File: src/design/sgr_pkg.sv
// Shared types, constants and font table for the scaled glyph row renderer.
`timescale 1ns / 1ps

package sgr_pkg;

    localparam int          FONT_ROWS  = 7;
    localparam int          GLYPH_COLS = 5;
    localparam int          MASK_W     = 15;
    localparam logic [1:0]  MAX_SCALE  = 2'd3;
    localparam logic [2:0]  ROW_LAST   = 3'(FONT_ROWS - 1);

    // configuration register indexes
    localparam logic [2:0] CFG_SCREEN_WIDTH  = 3'd0;
    localparam logic [2:0] CFG_SCREEN_HEIGHT = 3'd1;
    localparam logic [2:0] CFG_LINE_BYTES    = 3'd2;
    localparam logic [2:0] CFG_BYTES_PER_PIX = 3'd3;
    localparam logic [2:0] CFG_FRAME_BASE    = 3'd4;

    // reset values
    localparam logic [11:0] RST_SCREEN_WIDTH  = 12'd1280;
    localparam logic [11:0] RST_SCREEN_HEIGHT = 12'd720;
    localparam logic [15:0] RST_LINE_BYTES    = 16'd5120;
    localparam logic [2:0]  RST_BYTES_PER_PIX = 3'd4;
    localparam logic [31:0] RST_FRAME_BASE    = 32'd0;

    // glyph: row 0 is the top row, bit 4 of a row is the leftmost dot
    typedef logic [FONT_ROWS-1:0][GLYPH_COLS-1:0] t_glyph;

    typedef enum logic [3:0] {
        S_IDLE = 4'b0001,
        S_PROD = 4'b0010,
        S_SUM  = 4'b0100,
        S_EMIT = 4'b1000
    } t_state;

    typedef struct packed {
        logic load;   // capture item
        logic prod;   // register products and column clip
        logic sum;    // register first row address
        logic emit;   // load one row into the output register
    } t_cmd;

    typedef struct packed {
        logic out_free;  // output register empty or being drained
        logic row_last;  // next row to emit is the character's last
    } t_sts;

    function automatic t_glyph mk_glyph(logic [4:0] r0, logic [4:0] r1, logic [4:0] r2,
                                        logic [4:0] r3, logic [4:0] r4, logic [4:0] r5,
                                        logic [4:0] r6);
        mk_glyph = {r6, r5, r4, r3, r2, r1, r0};
    endfunction

    function automatic t_glyph font_lookup(logic [7:0] code_in);
        logic [7:0] c;
        t_glyph     g;
        c = code_in;
        if (c >= 8'h61 && c <= 8'h7A) begin
            c = c - 8'h20;
        end
        case (c)
            8'h20: g = mk_glyph(0, 0, 0, 0, 0, 0, 0);
            8'h2D: g = mk_glyph(0, 0, 0, 31, 0, 0, 0);
            8'h2E: g = mk_glyph(0, 0, 0, 0, 0, 12, 12);
            8'h3A: g = mk_glyph(0, 12, 12, 0, 12, 12, 0);
            8'h2F: g = mk_glyph(1, 2, 4, 8, 16, 0, 0);
            8'h5B: g = mk_glyph(14, 8, 8, 8, 8, 8, 14);
            8'h5D: g = mk_glyph(14, 2, 2, 2, 2, 2, 14);
            8'h30: g = mk_glyph(14, 17, 19, 21, 25, 17, 14);
            8'h31: g = mk_glyph(4, 12, 4, 4, 4, 4, 14);
            8'h32: g = mk_glyph(14, 17, 1, 2, 4, 8, 31);
            8'h33: g = mk_glyph(30, 1, 1, 14, 1, 1, 30);
            8'h34: g = mk_glyph(2, 6, 10, 18, 31, 2, 2);
            8'h35: g = mk_glyph(31, 16, 16, 30, 1, 1, 30);
            8'h36: g = mk_glyph(14, 16, 16, 30, 17, 17, 14);
            8'h37: g = mk_glyph(31, 1, 2, 4, 8, 8, 8);
            8'h38: g = mk_glyph(14, 17, 17, 14, 17, 17, 14);
            8'h39: g = mk_glyph(14, 17, 17, 15, 1, 1, 14);
            8'h41: g = mk_glyph(14, 17, 17, 31, 17, 17, 17);
            8'h42: g = mk_glyph(30, 17, 17, 30, 17, 17, 30);
            8'h43: g = mk_glyph(14, 17, 16, 16, 16, 17, 14);
            8'h44: g = mk_glyph(28, 18, 17, 17, 17, 18, 28);
            8'h45: g = mk_glyph(31, 16, 16, 30, 16, 16, 31);
            8'h46: g = mk_glyph(31, 16, 16, 30, 16, 16, 16);
            8'h47: g = mk_glyph(14, 17, 16, 23, 17, 17, 15);
            8'h48: g = mk_glyph(17, 17, 17, 31, 17, 17, 17);
            8'h49: g = mk_glyph(14, 4, 4, 4, 4, 4, 14);
            8'h4A: g = mk_glyph(7, 2, 2, 2, 18, 18, 12);
            8'h4B: g = mk_glyph(17, 18, 20, 24, 20, 18, 17);
            8'h4C: g = mk_glyph(16, 16, 16, 16, 16, 16, 31);
            8'h4D: g = mk_glyph(17, 27, 21, 21, 17, 17, 17);
            8'h4E: g = mk_glyph(17, 25, 21, 19, 17, 17, 17);
            8'h4F: g = mk_glyph(14, 17, 17, 17, 17, 17, 14);
            8'h50: g = mk_glyph(30, 17, 17, 30, 16, 16, 16);
            8'h51: g = mk_glyph(14, 17, 17, 17, 21, 18, 13);
            8'h52: g = mk_glyph(30, 17, 17, 30, 20, 18, 17);
            8'h53: g = mk_glyph(15, 16, 16, 14, 1, 1, 30);
            8'h54: g = mk_glyph(31, 4, 4, 4, 4, 4, 4);
            8'h55: g = mk_glyph(17, 17, 17, 17, 17, 17, 14);
            8'h56: g = mk_glyph(17, 17, 17, 17, 17, 10, 4);
            8'h57: g = mk_glyph(17, 17, 17, 21, 21, 21, 10);
            8'h58: g = mk_glyph(17, 17, 10, 4, 10, 17, 17);
            8'h59: g = mk_glyph(17, 17, 10, 4, 4, 4, 4);
            8'h5A: g = mk_glyph(31, 1, 2, 4, 8, 16, 31);
            default: g = mk_glyph(31, 1, 2, 4, 0, 4, 0);  // unknown glyph
        endcase
        return g;
    endfunction

    // widen one glyph row: each dot repeats scale times, leftmost dot at bit 0
    function automatic logic [MASK_W-1:0] expand_row(logic [4:0] dots, logic [1:0] scale);
        logic [MASK_W-1:0] m;
        m = '0;
        case (scale)
            2'd1: for (int i = 0; i < GLYPH_COLS; i++) m[i] = dots[4 - i];
            2'd2: for (int i = 0; i < 2 * GLYPH_COLS; i++) m[i] = dots[4 - i / 2];
            2'd3: for (int i = 0; i < 3 * GLYPH_COLS; i++) m[i] = dots[4 - i / 3];
            default: m = '0;
        endcase
        return m;
    endfunction

endpackage

File: src/design/sgr_ctrl.sv
// Sequencer for the glyph renderer: item capture, setup steps, row emission.
`timescale 1ns / 1ps

module sgr_ctrl (
    input  logic          i_clk,
    input  logic          i_rst_n,
    input  logic          i_in_valid,
    input  logic [1:0]    i_scale,
    output logic          o_in_ready,
    input  sgr_pkg::t_sts i_sts,
    output sgr_pkg::t_cmd o_cmd
);

    sgr_pkg::t_state r_state, n_state;
    logic            w_accept;

    assign o_in_ready = (r_state == sgr_pkg::S_IDLE);
    assign w_accept   = i_in_valid && o_in_ready;

    always_comb begin
        o_cmd      = '0;
        o_cmd.load = w_accept;
        o_cmd.prod = (r_state == sgr_pkg::S_PROD);
        o_cmd.sum  = (r_state == sgr_pkg::S_SUM);
        o_cmd.emit = (r_state == sgr_pkg::S_EMIT) && i_sts.out_free;
    end

    always_comb begin
        n_state = r_state;
        unique case (r_state)
            sgr_pkg::S_IDLE: begin
                // a zero scale item produces nothing
                if (w_accept && i_scale != 2'd0) n_state = sgr_pkg::S_PROD;
            end
            sgr_pkg::S_PROD: n_state = sgr_pkg::S_SUM;
            sgr_pkg::S_SUM:  n_state = sgr_pkg::S_EMIT;
            sgr_pkg::S_EMIT: begin
                if (i_sts.out_free && i_sts.row_last) n_state = sgr_pkg::S_IDLE;
            end
            default: n_state = sgr_pkg::S_IDLE;
        endcase
    end

    always_ff @(posedge i_clk) begin
        if (!i_rst_n) begin
            r_state <= sgr_pkg::S_IDLE;
        end else begin
            r_state <= n_state;
        end
    end

`ifndef ASSERT_OFF
    a_emit_needs_room: assert property (@(posedge i_clk) disable iff (!i_rst_n)
        o_cmd.emit |-> i_sts.out_free)
        else $error("row emitted into an occupied output register");

    a_last_row_ends: assert property (@(posedge i_clk) disable iff (!i_rst_n)
        (o_cmd.emit && i_sts.row_last) |=> o_in_ready)
        else $error("not idle after last row");

    a_accept_starts: assert property (@(posedge i_clk) disable iff (!i_rst_n)
        (w_accept && i_scale != 2'd0) |=> (!o_in_ready && !o_cmd.emit))
        else $error("item accepted but setup did not start");
`endif

endmodule

File: src/design/sgr_dp.sv
// Datapath: config registers, glyph lookup, address arithmetic, row output register.
`timescale 1ns / 1ps

module sgr_dp (
    input  logic          i_clk,
    input  logic          i_rst_n,
    input  sgr_pkg::t_cmd i_cmd,
    output sgr_pkg::t_sts o_sts,
    input  logic          i_cfg_valid,
    input  logic [2:0]    i_cfg_index,
    input  logic [31:0]   i_cfg_data,
    input  logic [7:0]    i_char_code,
    input  logic [11:0]   i_start_x,
    input  logic [11:0]   i_start_y,
    input  logic [1:0]    i_scale,
    input  logic [31:0]   i_pixel_value,
    output logic          o_out_valid,
    input  logic          i_out_ready,
    output logic [31:0]   o_row_address,
    output logic [14:0]   o_pixel_mask,
    output logic [31:0]   o_color,
    output logic [2:0]    o_pixel_size,
    output logic          o_last_row
);

    // configuration
    logic [11:0] r_width, r_height;
    logic [15:0] r_line_bytes;
    logic [2:0]  r_bpp;
    logic [31:0] r_base;

    // item
    sgr_pkg::t_glyph r_glyph;
    logic [11:0] r_sx, r_sy;
    logic [1:0]  r_scale;
    logic [31:0] r_color;

    // working
    logic [27:0] r_prod_y;
    logic [14:0] r_prod_x;
    logic [14:0] r_vis;
    logic [31:0] r_addr;
    logic [12:0] r_line;
    logic [2:0]  r_grow;
    logic [1:0]  r_rep;

    // output register
    logic        r_out_valid;
    logic [31:0] r_out_addr;
    logic [14:0] r_out_mask;
    logic [31:0] r_out_color;
    logic [2:0]  r_out_size;
    logic        r_out_last;

    logic [14:0] w_vis;
    logic [14:0] w_mask;
    logic        w_row_on;
    logic        w_rep_end;

    assign w_rep_end      = (r_rep == r_scale - 2'd1);
    assign o_sts.row_last = (r_grow == sgr_pkg::ROW_LAST) && w_rep_end;
    assign o_sts.out_free = !r_out_valid || i_out_ready;

    always_comb begin
        for (int i = 0; i < sgr_pkg::MASK_W; i++) begin
            w_vis[i] = (({1'b0, r_sx} + 13'(i)) < {1'b0, r_width});
        end
    end

    assign w_row_on = (r_bpp >= 3'd2) && (r_bpp <= 3'd4) && (r_line < {1'b0, r_height});
    assign w_mask   = sgr_pkg::expand_row(r_glyph[r_grow], r_scale) & r_vis
                      & {sgr_pkg::MASK_W{w_row_on}};

    // config writes
    always_ff @(posedge i_clk) begin
        if (!i_rst_n) begin
            r_width      <= sgr_pkg::RST_SCREEN_WIDTH;
            r_height     <= sgr_pkg::RST_SCREEN_HEIGHT;
            r_line_bytes <= sgr_pkg::RST_LINE_BYTES;
            r_bpp        <= sgr_pkg::RST_BYTES_PER_PIX;
            r_base       <= sgr_pkg::RST_FRAME_BASE;
        end else if (i_cfg_valid) begin
            unique case (i_cfg_index)
                sgr_pkg::CFG_SCREEN_WIDTH:  r_width      <= i_cfg_data[11:0];
                sgr_pkg::CFG_SCREEN_HEIGHT: r_height     <= i_cfg_data[11:0];
                sgr_pkg::CFG_LINE_BYTES:    r_line_bytes <= i_cfg_data[15:0];
                sgr_pkg::CFG_BYTES_PER_PIX: r_bpp        <= i_cfg_data[2:0];
                sgr_pkg::CFG_FRAME_BASE:    r_base       <= i_cfg_data;
                default: ;
            endcase
        end
    end

    // item and working registers
    always_ff @(posedge i_clk) begin
        if (i_cmd.load) begin
            r_glyph <= sgr_pkg::font_lookup(i_char_code);
            r_sx    <= i_start_x;
            r_sy    <= i_start_y;
            r_scale <= (i_scale > sgr_pkg::MAX_SCALE) ? sgr_pkg::MAX_SCALE : i_scale;
            r_color <= i_pixel_value;
        end
        if (i_cmd.prod) begin
            r_prod_y <= 28'(r_sy) * 28'(r_line_bytes);
            r_prod_x <= 15'(r_sx) * 15'(r_bpp);
            r_vis    <= w_vis;
            r_line   <= {1'b0, r_sy};
            r_grow   <= '0;
            r_rep    <= '0;
        end
        if (i_cmd.sum) begin
            r_addr <= r_base + 32'(r_prod_y) + 32'(r_prod_x);
        end
        if (i_cmd.emit) begin
            r_out_addr  <= r_addr;
            r_out_mask  <= w_mask;
            r_out_color <= r_color;
            r_out_size  <= r_bpp;
            r_out_last  <= o_sts.row_last;
            r_addr      <= r_addr + 32'(r_line_bytes);
            r_line      <= r_line + 13'd1;
            if (w_rep_end) begin
                r_rep  <= '0;
                r_grow <= r_grow + 3'd1;
            end else begin
                r_rep  <= r_rep + 2'd1;
            end
        end
    end

    always_ff @(posedge i_clk) begin
        if (!i_rst_n) begin
            r_out_valid <= 1'b0;
        end else if (i_cmd.emit) begin
            r_out_valid <= 1'b1;
        end else if (i_out_ready) begin
            r_out_valid <= 1'b0;
        end
    end

    assign o_out_valid   = r_out_valid;
    assign o_row_address = r_out_addr;
    assign o_pixel_mask  = r_out_mask;
    assign o_color       = r_out_color;
    assign o_pixel_size  = r_out_size;
    assign o_last_row    = r_out_last;

endmodule

File: src/design/scaled_glyph_row_renderer_core.sv
// Top level of the scaled 5x7 glyph row renderer.
`timescale 1ns / 1ps

// Usage:
//   Input channel (i_in_valid / o_in_ready) takes one item: a character code,
//   the cell's top-left pixel, a scale of 1..3 and a packed color. Lower case
//   folds to upper case; codes outside the 43-glyph font draw the unknown glyph.
//   Output channel (o_out_valid / i_out_ready) gives 7*scale row items, top row
//   first: row start address, a 5*scale pixel write mask, color, pixel size,
//   and a last-row flag on the final one. An item with scale zero gives none.
//   Config channel (i_cfg_valid / o_cfg_ready, always ready) writes registers
//   0..4: screen width, screen height, line bytes, bytes per pixel, frame base.
//   Indexes 5..7 are ignored. Write config only while the block is idle.
// Timing:
//   The first row is valid once product, sum and output load are registered in
//   turn, the load waiting while the output register is full; then one row per
//   cycle while the receiver takes them. The next item is taken once the last
//   row sits in the output register. Each row the emit state steps the address
//   by line bytes and loads the row whenever the output register is free.
// Reset loads the register defaults (1280, 720, 5120, 4, 0) and empties the
//   output register. A stalled receiver holds the current row and freezes the
//   row sequencer; nothing is dropped.

module scaled_glyph_row_renderer_core (
    input  logic        i_clk,
    input  logic        i_rst_n,
    input  logic        i_cfg_valid,
    output logic        o_cfg_ready,
    input  logic [2:0]  i_cfg_index,
    input  logic [31:0] i_cfg_data,
    input  logic        i_in_valid,
    output logic        o_in_ready,
    input  logic [7:0]  i_char_code,
    input  logic [11:0] i_start_x,
    input  logic [11:0] i_start_y,
    input  logic [1:0]  i_scale,
    input  logic [31:0] i_pixel_value,
    output logic        o_out_valid,
    input  logic        i_out_ready,
    output logic [31:0] o_row_address,
    output logic [14:0] o_pixel_mask,
    output logic [31:0] o_color,
    output logic [2:0]  o_pixel_size,
    output logic        o_last_row
);

    sgr_pkg::t_cmd w_cmd;
    sgr_pkg::t_sts w_sts;

    // config registers accept a write every cycle
    assign o_cfg_ready = 1'b1;

    sgr_ctrl u_ctrl (
        .i_clk      (i_clk),
        .i_rst_n    (i_rst_n),
        .i_in_valid (i_in_valid),
        .i_scale    (i_scale),
        .o_in_ready (o_in_ready),
        .i_sts      (w_sts),
        .o_cmd      (w_cmd)
    );

    sgr_dp u_dp (
        .i_clk         (i_clk),
        .i_rst_n       (i_rst_n),
        .i_cmd         (w_cmd),
        .o_sts         (w_sts),
        .i_cfg_valid   (i_cfg_valid && o_cfg_ready),
        .i_cfg_index   (i_cfg_index),
        .i_cfg_data    (i_cfg_data),
        .i_char_code   (i_char_code),
        .i_start_x     (i_start_x),
        .i_start_y     (i_start_y),
        .i_scale       (i_scale),
        .i_pixel_value (i_pixel_value),
        .o_out_valid   (o_out_valid),
        .i_out_ready   (i_out_ready),
        .o_row_address (o_row_address),
        .o_pixel_mask  (o_pixel_mask),
        .o_color       (o_color),
        .o_pixel_size  (o_pixel_size),
        .o_last_row    (o_last_row)
    );

endmodule

File: config.mk
export PLATFORM = sky130hd
export DESIGN_NAME = scaled_glyph_row_renderer_core
export DESIGN_NICKNAME = d
export VERILOG_FILES = /design/src/design/sgr_pkg.sv /design/src/design/sgr_ctrl.sv /design/src/design/sgr_dp.sv /design/src/design/scaled_glyph_row_renderer_core.sv
export SDC_FILE = /design/constraint.sdc
export NUM_CORES = 1
export LEC_CHECK = 0
export ABC_AREA = 0
export BUFFER_PORTS_ARGS = -buffer_cell sky130_fd_sc_hd__buf_2
export CAP_MARGIN = 20
export CORE_UTILIZATION = 32
export CTS_CLUSTER_DIAMETER = 40
export DETAILED_ROUTE_END_ITERATION = 8
export SETUP_SLACK_MARGIN = 0.5
export SLEW_MARGIN = 20
export SYNTH_ARGS = -nofsm -noshare
export SYNTH_HDL_FRONTEND = slang
export SYNTH_MEMORY_MAX_BITS = 65536
export SYNTH_SLANG_ARGS = --single-unit
File: constraint.sdc
create_clock -name i_clk -period 9.8 [get_ports i_clk]
set_clock_uncertainty 0.1 [all_clocks]
set_input_delay 0.49 -clock i_clk [delete_from_list [all_inputs] [get_ports i_clk]]
set_output_delay 0.49 -clock i_clk [all_outputs]
set_load 0.05 [all_outputs]
==> summary.md <==
| Metric | Value |
|---|---|
| Outcome | finished, final reports clean |
| Flip-flop and latch count after synthesis | approximately 360 |
| Final Setup Violations | 0 |
| Sequence of cells on the critical path | and2_1 > fa_1 > inv_1 > fa_1 > inv_1 > fa_1 > fa_1 > inv_1 > fa_1 > inv_1 > ha_1 > o21a_1 > o41ai_2 > a2111oi_0 > o2111ai_1 > a21o_1 > a21bo_2 > o311ai_1 |
| Number of clock buffers inserted by TritonCTS | between 70 and 80 |
| Global-route total usage across every layer | 0.182 |
| CTS clk-pin slew, worst paths | 50 ps |
| Timing startpoint of the critical path | u_dp.r_sy[8] |
| Highest net fanout along the worst path | 17 |
| Actual slew at the worst max-slew pin | approximately 1200 ps |
| Worst supply voltage drop on vdd | around 120 uV |
| Leakage power | approximately 15 nW |
| Most used cell along the critical path | sky130_fd_sc_hd__fa_1 |
| Util after Layout | 0.384 |
| Peak per-stage delay on the critical path | 760 ps |
| Pin count of the biggest net entering global routing | 80 |
| Number of hold violations in the final report | 0 |
| Area occupied by registers | 10100 um^2 |
| Clock Tree Buf Depth | 3 |
| RD Place Congestion | 0.924 |
| Final Cycle Share | 0.643 |
| Most frequent standard cell in the layout excluding fill and tap cells | sky130_fd_sc_hd__nand2_1 |
| Dpl ws | between 3000 and 4000 ps |
| Total Negative Setup Slacks | 0 ps |
| CP startpoint kind | flip-flop |
| Required time of the critical path | between 10000 and 15000 ps |
| Source of the worst hold timing path | i_cfg_data[20] |
| Nets | ~4000 |
| Max-capacitance violation count | 0 |
| Number of antenna violations at the first check in global routing | 5 |
| Critical path class | reg2reg |
| Via count of the first global-routing pass | ~24000 |
| Pwr/cell area | around 160 nW/um^2 |
| Number of I/O port buffers | 190 |
| Detailed Route Iter0 Violations | 1573 |
| Yosys warnings | 0 |
| Slowest CP cell | sky130_fd_sc_hd__a2111oi_0 |
| Buffer type at the clock tree root | sky130_fd_sc_hd__clkbuf_16 |
| Startpoint of the worst register-to-register path | u_dp.r_sy[8] |
| Global-route wire length before repair | ~140000 um |
| Post-detailed-route count of antenna-violating nets | 0 |
| Min-Delay Path Class | in2reg |
| Synthesized Nets | approximately 3800 |
| Max-slew headroom at the worst pin | 0.219 |
| Synthesized area | roughly 30000 um^2 |
| Number of inserted diodes | 0 |
| Clock sink total | approximately 360 |
| Total core area | around 94000 um^2 |
| Average footprint of a synthesized cell | roughly 9.5 um^2 |
| Fraction of final layout cells sized beyond drive strength 1 | 0.113 |
| Endpoint class of the critical path | flip-flop |
| Horizontal die dimension | a little over 300 um |
| Total I/O pin count | roughly 190 |
| Vertical die dimension | between 300 and 400 um |
| EDFF count, synth | 281 |
| Most used cells in the layout excluding fill and tap cells | sky130_fd_sc_hd__nand2_1 (490), sky130_fd_sc_hd__ha_1 (325), sky130_fd_sc_hd__edfxtp_1 (281) |
| WL per Instance | ~18 um |
| Setup repair after global routing missed its margin | no |
| Clock tree from TritonCTS | built |
| Final worst slack | roughly 3500 ps |
| Post-synthesis cell type count | 91 |
| Max frequency | 159 MHz |
| Synth-to-layout area growth | 18.4% |
| Clock period minus final worst setup slack | approximately 6300 ps |
| Share of flip-flops with an asynchronous set or reset after synthesis | 0 |
| Dominant synthesized flop cell | sky130_fd_sc_hd__edfxtp_1 |
| Area enclosed by the die boundary | roughly 96000 um^2 |
| DR vias | 23800 |
| Drt drc | 0 |
| Initial Utilization | 0.324 |
| Total overflow reported by the global router | 0 |
| Fraction of the yosys area taken by sequential cells | 0.333 |
| Clock latency on the worst-skew pair | 650 ps |
| Placement row count | roughly 110 |
| First drt pass iteration count | 5 |
| HPWL after detailed placement | 63900 um |
| Final Slew Violations | 0 |
| Aggregate routed wire length | roughly 87000 um |
| Number of vias per cell | 5.03 |
| Number of levels the H-tree was split into | 3 |
| Instance count of the mapped netlist | approximately 3200 |
| Fillcell total | 9414 |
| Multi-input logic area | 18600 um^2 |
| Critical Path AT | between 6000 and 7000 ps |
[logic make-up (layout without fill, tap and decap cells)]
family / count (synthesis) / count (layout) / share of synthesized area
AOI/OAI and AO/OA: 675 / 675 / 0.145
xor gates and xnor gates: 208 / 208 / 0.0601
adders and majority gates: 493 / 493 / 0.245
buffers and inverters: 426 / 702 / 0.0542
DFF: 364 / 364 / 0.333
muxes: 28 / 28 / 0.0113
other: 1 / 1 / 0.000124
and+or+nand+nor: 1010 / 1010 / 0.151
[power breakdown]
group / internal [mW] / switching, mW
clock: 1.81 / 1.00
sequential: 1.74 / 0.0546
combinational: 0.426 / 0.639
total: 3.98 / 1.69
[per-layer routing]
metal	routed length [um]	global-route usage
met5	35	0
met4	3310	0.0769
met3	4720	0.0274
met2	41300	0.301
met1	37800	0.235
[layout make-up]
type / count / area share
repair buffers: 279 / 0.0499
flip-flops and latches: 364 / 0.281
clock buffers: 84 / 0.0556
inverters: 278 / 0.0292
well taps: 1254 / 0.0437
clock inverters: 61 / 0.0227
multi-input cells: 2415 / 0.518
[synthesized netlist by cell type (6+ instances only)]
| master | count | share of area |
|---|---|---|
| sky130_fd_sc_hd__nand4_1 | 22 | 0.0045 |
| sky130_fd_sc_hd__and3_1 | 20 | 0.0041 |
| sky130_fd_sc_hd__a211oi_1 | 15 | 0.0037 |
| sky130_fd_sc_hd__a21oi_1 | 190 | 0.031 |
| sky130_fd_sc_hd__nor2_1 | 189 | 0.023 |
| sky130_fd_sc_hd__or2_2 | 11 | 0.0023 |
| sky130_fd_sc_hd__o211ai_1 | 31 | 0.0077 |
| sky130_fd_sc_hd__o21ai_0 | 130 | 0.021 |
| sky130_fd_sc_hd__and2_1 | 95 | 0.020 |
| sky130_fd_sc_hd__inv_1 | 275 | 0.034 |
| sky130_fd_sc_hd__a21boi_0 | 75 | 0.019 |
| sky130_fd_sc_hd__o22ai_1 | 7 | 0.0014 |
| sky130_fd_sc_hd__mux2i_1 | 22 | 0.0073 |
| sky130_fd_sc_hd__a311oi_1 | 15 | 0.0043 |
| sky130_fd_sc_hd__clkbuf_1 | 114 | 0.014 |
| sky130_fd_sc_hd__dfxtp_1 | 83 | 0.055 |
| sky130_fd_sc_hd__or3_1 | 8 | 0.0017 |
| sky130_fd_sc_hd__o311ai_0 | 6 | 0.0017 |
| sky130_fd_sc_hd__a31oi_1 | 16 | 0.0033 |
| sky130_fd_sc_hd__o21a_1 | 22 | 0.0054 |
| sky130_fd_sc_hd__xor2_1 | 114 | 0.033 |
| sky130_fd_sc_hd__nand3_1 | 54 | 0.0089 |
| sky130_fd_sc_hd__nand2b_1 | 39 | 0.0080 |
| sky130_fd_sc_hd__a22oi_1 | 6 | 0.0015 |
| sky130_fd_sc_hd__ha_1 | 325 | 0.13 |
| sky130_fd_sc_hd__edfxtp_1 | 281 | 0.28 |
| sky130_fd_sc_hd__nor3_1 | 29 | 0.0048 |
| sky130_fd_sc_hd__a21o_1 | 91 | 0.023 |
| sky130_fd_sc_hd__o21bai_1 | 9 | 0.0022 |
| sky130_fd_sc_hd__buf_1 | 22 | 0.0027 |
| sky130_fd_sc_hd__a2111oi_0 | 6 | 0.0017 |
| sky130_fd_sc_hd__xnor2_1 | 94 | 0.027 |
| sky130_fd_sc_hd__nor2b_1 | 23 | 0.0047 |
| sky130_fd_sc_hd__nand2_1 | 491 | 0.061 |
| sky130_fd_sc_hd__fa_1 | 168 | 0.11 |
[stage by stage]
step / cells / power (mW) / area, um^2 / hold WS [ps]
floorplan: 3205 / 2.57 / 30300 / 300
global placement: 4521 / 2.86 / 32400 / 300
detailed placement: 4521 / 2.87 / 32400 / 305
CTS: 4735 / 5.75 / 35900 / 0.0626
global route: 4735 / 5.95 / 35900 / 20.0
finish: 4735 / 5.68 / 35900 / 26.2
[sequential cells by signal, summed over array words and instances (netlist names), 4 cells and up]
| name | count |
|---|---|
| u_dp.r_sx | 12 |
| u_dp.r_prod_x | 15 |
| u_dp.r_line_bytes | 16 |
| u_dp.r_prod_y | 28 |
| u_dp.r_glyph | 35 |
| u_dp.o_row_address | 32 |
| u_dp.r_color | 32 |
| u_dp.r_sy | 12 |
| u_dp.o_color | 32 |
| u_dp.r_addr | 32 |
| u_ctrl.r_state | 4 |
| u_dp.r_width | 12 |
| u_dp.r_vis | 15 |
| u_dp.o_pixel_mask | 15 |
| u_dp.r_base | 32 |
| u_dp.r_line | 13 |
| u_dp.r_height | 12 |
[worst max-delay path, delay by kind of cell (launching register included)]
kind	cells	cell delay, ps
and+or+nand+nor	1	310
DFF	1	670
AOI/OAI and AO/OA	7	1840
buffers and inverters	4	200
adders and majority gates	6	2990
[final timing paths]
path | to | slack, ps | cells past startpoint
hold reg to reg | u_dp.o_color[13] | 310 | 0
setup reg to reg | u_dp.r_prod_y[26] | 3490 | 18
hold / removal | u_dp.r_base[20] | 30 | 3
setup / recovery | u_dp.r_prod_y[26] | 3490 | 18
[what timing repair did]
item	CTS	global route
hold buffers	69	0
resized for setup	0	0
endpoints found under the hold margin	70	0
buffers inserted	0	0
No activity file was read; power rests on OpenSTA's default activity.
